`src/sti_div.sv`:
```
`default_nettype none

// pipelined restoring divider, one quotient bit per stage
// dividend is {hi, lo}; hi must be below divisor; divisor held stable while busy
module sti_div #(
    parameter int QBITS = 24,
    parameter int DBITS = 16
) (
    input  wire logic             clk,
    input  wire logic             en,
    input  wire logic [DBITS-1:0] hi,
    input  wire logic [QBITS-1:0] lo,
    input  wire logic [DBITS-1:0] divisor,
    output logic      [QBITS-1:0] quo,
    output logic      [DBITS-1:0] rem
);

    logic [DBITS-1:0] rem_reg [QBITS];
    logic [QBITS-1:0] quo_reg [QBITS];
    logic [QBITS-1:0] lo_reg  [QBITS-1];

    generate
        for (genvar i = 0; i < QBITS; i++) begin : g_step
            logic [DBITS-1:0] rem_in;
            logic [QBITS-1:0] lo_in;
            logic [QBITS-1:0] quo_in;
            logic [DBITS:0]   trial;
            logic             take;
            logic [DBITS-1:0] rem_next;
            logic [QBITS-1:0] quo_next;

            if (i == 0) begin : g_first
                assign rem_in = hi;
                assign lo_in  = lo;
                assign quo_in = '0;
            end
            else begin : g_next
                assign rem_in = rem_reg[i-1];
                assign lo_in  = lo_reg[i-1];
                assign quo_in = quo_reg[i-1];
            end

            assign trial    = {rem_in, lo_in[QBITS-1]};
            assign take     = (trial >= {1'b0, divisor});
            assign rem_next = take ? DBITS'(trial - {1'b0, divisor}) : trial[DBITS-1:0];
            assign quo_next = {quo_in[QBITS-2:0], take};

            always_ff @(posedge clk)
            begin
                if (en)
                begin
                    rem_reg[i] <= rem_next;
                    quo_reg[i] <= quo_next;
                end
            end

            if (i < QBITS - 1) begin : g_shift
                always_ff @(posedge clk)
                begin
                    if (en)
                    begin
                        lo_reg[i] <= {lo_in[QBITS-2:0], 1'b0};
                    end
                end
            end
        end
    endgenerate

    assign quo = quo_reg[QBITS-1];
    assign rem = rem_reg[QBITS-1];

endmodule

`default_nettype wire

```
`config.mk`:
```
export PLATFORM = sky130hd
export DESIGN_NAME = sti_div
export DESIGN_NICKNAME = d
export VERILOG_FILES = /design/src/sti_div.sv
export SDC_FILE = /design/constraint.sdc
export NUM_CORES = 2
export LEC_CHECK = 0
export BUFFER_PORTS_ARGS = -buffer_cell sky130_fd_sc_hd__buf_2
export CORE_ASPECT_RATIO = 1.2
export CORE_MARGIN = 5
export CORE_UTILIZATION = 60
export DETAILED_ROUTE_END_ITERATION = 10
export GPL_TIMING_DRIVEN = 0
export PLACE_DENSITY = 0.77
export SETUP_SLACK_MARGIN = 0.5
export SLEW_MARGIN = 30
export SYNTH_ARGS = -nofsm -noshare
export SYNTH_HDL_FRONTEND = slang
export SYNTH_SLANG_ARGS = --single-unit
```
`constraint.sdc`:
```
create_clock -name clk -period 6.4 [get_ports clk]
set_input_delay 0.96 -clock clk [delete_from_list [all_inputs] [get_ports clk]]
set_output_delay 0.96 -clock clk [all_outputs]
set_load 0.01 [all_outputs]
```
After elaboration in Yosys (flattened, before gate mapping)
Memory sizes are Yosys's and may differ from the RTL's. Cells that the tools add are included.

Register bits: 0. Memory bits (writable): 1489. Input bits: 58. Output and inout bits: 40. Logic and storage cells: 77. Memories kept: 3.

Memory list: quo_reg (words 24, bits a word 24, read ports 24, clocked after Yosys merged registers in 0, wr ports 24, line 19) `logic [QBITS-1:0] quo_reg [QBITS];`; lo_reg (words 23, bits a word 23, read ports 23, clocked after Yosys merged registers in 0, wr ports 23, line 20) `logic [QBITS-1:0] lo_reg [QBITS-1];`; rem_reg (words 24, bits a word 16, read ports 24, clocked after Yosys merged registers in 0, wr ports 24, line 18) `logic [DBITS-1:0] rem_reg [QBITS];`.

Add/sub/neg operators: 24. $lt $le $gt $ge: 24. Multiplexer cells: 26.

Operators with widths (count): $ge A17 B16 Y1 (24); $mux W16 (24); $sub A16 B16 Y16 (24); $mux W1 (2).

Longest topological paths before layout
An unclocked memory read counts as a cell.

Word-level depth: 3. Mapped depth: 13. Mapped depth without buffers: 12.

Worst setup path before layout
No wires, ideal clock.

Kind: input-to-reg. From: in divisor[1]. To: mem rem_reg[9][9] (netlist: rem_reg[1][25]), data pin. Setup time: 260 ps. Arrival time: 3828 ps. Data required time: 6140 ps. Slack: 2312 ps. Stages on the path: 12. Buffers on the path: 1. Path through: inv_1 > ha_1 > nor2b_1 > o21ai_0 > a21boi_1 > or4b_1 > nand2_1 > o21a_1 > a21oi_1 > o32ai_2 > buf_6 > mux2_2.

RTL lines: start, declared (line 13) `input wire logic [DBITS-1:0] divisor,`; end, declared (line 18).

==> impl_metrics.ini <==
[synthesis]
synth_top_area_share = 0.574
syn_nets = 4365
ys_ff_latch = 960
synth.distinct_cells = 86
synth_flop_cell = edfxtp_1
synthTopCellsByArea = edfxtp_1 (57%), ha_1 (9.6%), mux2_2 (4.5%), a21oi_1 (3.1%), xnor2_1 (3.0%)
netlist_area_um2 = 50200
yosysMostFrequentCell = edfxtp_1
yosysWarnings = 0
synth_edf_count = 960
synth_top_cells_by_count = edfxtp_1 (960), ha_1 (384), nor2_1 (316), a21oi_1 (315), mux2_2 (202)
yosys.area.top_type = edfxtp_1
syn-instance-count = 3899
async_reset_ff_frac = 0
syn_area_per_cell_um2 = 12.9
ys_seq_area_frac = 0.574

[grt]
grt_pass1_vias = 31300
grt_max_degree = 138
grt_pass1_wl_um = 161000
grt-ovfl-total = 0
antenna_found_initial = 1
grtUsageTotal = 0.225

[clock_tree]
htreeDepth = 3
cts_setup_buffers = 0
clock_latency_ps = 660
holdBufCountCts = 0
cts_buffers = 97
path_clk_slew_ps = 60
tritoncts = done
cts_max_path_buffers = 3
postCtsResizedCells = 0
cts_root_buf = clkbuf_16
cts_sinks = 960

[timing]
post-route-period-util = 0.708
setup_viol = 0
rsz0062_at_grt = false
fin_skew_ps = 26.0
final_hold_viol_count = 0
maxClockFrequency_mhz = 221
slew_violations = 0
min_period_ps = 4530
max-slew-margin-rel = 0.417
tightest_slew_ps = 874
setup_slack_ps = 1870

[route]
vias = 31700
wl_um = 103000
routedWlPerCell_um = 19.3
drc = 0
viasPerCell = 5.97
drt-initial-drc-count = 2144
antenna_left = 0
dr.pass1.iters = 6

[power_and_ir_drop]
irDropWorstVdd_uv = 265
p_int_mw = 18.5
p_clk_frac = 0.197
switchingPower_mw = 9.88
swShare = 0.348
p_comb_frac = 0.442
power.density_nw_per_um2 = 508
p_leak_nw = 21.4
total_power_mw = 28.4
seqPwrFrac = 0.361

[placement]
dp_hpwl_um = 69800
port_buffers = 97
pre_cts_ws_ps = 1230
dp.cells = 5139
place_congestion = 0.909
dpl_cell_area_um2 = 52700

[setup_path]
critPathBufInv = 4
max_stage_delay_ps = 520
cp-startpoint = divisor[1]
cp_max_fo = 24
cp-end-kind = register
cp_cell_sequence = buf_4 > buf_12 > inv_4 > ha_1 > nor2b_1 > o21ai_0 > a21boi_1 > or4b_1 > nand2_1 > o21a_1 > a21oi_1 > o32ai_2 > buf_6 > mux2_2
r2r-start = rem_reg[0][64]
required_ps = 6810
critPathArrivalTime_ps = 4940
path_delay_family = compound AO/OA/AOI/OAI gates
worstReg2RegEnd = rem_reg[0][89]
cp-start-kind = input port
r2r_setup_slack_ps = 2770
path_class = in2reg
reg2reg_depth = 11
cpMaxStageDelayCell = or4b_1
crit_cells = 14

[die]
die_w_um = 274
fp.dieH_um = 327
placementRows = 116
io-pin-count = 98
die_area_um2 = 89600
core_area_um2 = 83200
start_util = 0.604

[run_status]
status = finished clean

[cells_and_area]
layout.cells.non_filler = 5311
drive_gt1_frac = 0.130
nNetsFinal = 4583
synthToLayoutAreaGrowth_pct = 11.1
utilization = 0.671
stdcell_area_um2 = 55800
largest_register_ffs = 384
n_fill_cell = 5984

[worst_hold_path]
hold_end = quo_reg[2][87]
whs_path_depth = 0
hp-class = reg2reg
hp-start = quo_reg[2][62]

[job]
maxCapViolCount = 0
power by group through the flow:
stage	Sequential (mW)	Combinational [mW]	Clock, mW
5_1_grt	10.4	13.8	6.02
2_1_floorplan	9.98	9.76	0
4_1_cts	10.2	12.5	5.73
3_3_place_gp	10.5	12.0	0
6_report	10.2	12.5	5.59
3_5_place_dp	10.4	12.3	0
cell families (layout without fill, tap and decap cells):
family          after synthesis  count (layout)  synth area share
flops                       960             960             0.574
other cells                   0               1                 0
xor+xnor                    270             270            0.0471
buf+inv                     206             496            0.0167
compound gates              920             920             0.116
fa+ha+maj                   408             408             0.105
mux                         249             249            0.0554
simple gates                886             886            0.0851
cells in the final DEF, fill, tap and decap left out, drive strengths merged, types with 70 or more instances in the layout:
master,n
mux2,210
inv,154
nand2,170
xor2,99
xnor2,171
nor3,70
buf,141
ha,384
edfxtp,960
a21o,98
o21ai,203
nor2,316
clkbuf,148
a21oi,319
layer usage:
layer,track usage,share of wire,vias to the layer above
met5,0,0,-
met4,0.0829,0.038,0
met3,0.0308,0.046,247
met2,0.397,0.51,805
met1,0.284,0.41,15300
li1,-,-,15300
worst max-delay path by stage:
stage | to | slack [ps]
global placement | quo_reg[2][166] | -10120
finish | rem_reg[1][26] | 1870
CTS | rem_reg[1][26] | 1870
detailed placement | rem_reg[1][45] | 1230
floorplan | rem_reg[1][25] | 2310
global route | rem_reg[0][89] | 1560
final cells by class:
type                       instances  area (um2)  share of cell area
multi-input combinational       2733       20500               0.368
clock inverter                    55         584              0.0105
tap                             1121        1400              0.0251
clock buffer                     116        2520              0.0452
buffer                            54         270             0.00484
inverter                         152         581              0.0104
timing repair buffer             119        1070              0.0192
sequential                       960       28800               0.517
antenna                            1        2.50           0.0000448
metrics by stage:
stage	setup TNS [ps]	hold WS [ps]
floorplan	0	400
global placement	-9611040	400
detailed placement	0	405
CTS	0	414
global route	0	419
finish	0	411
Power figures use the tool's default switching activity.
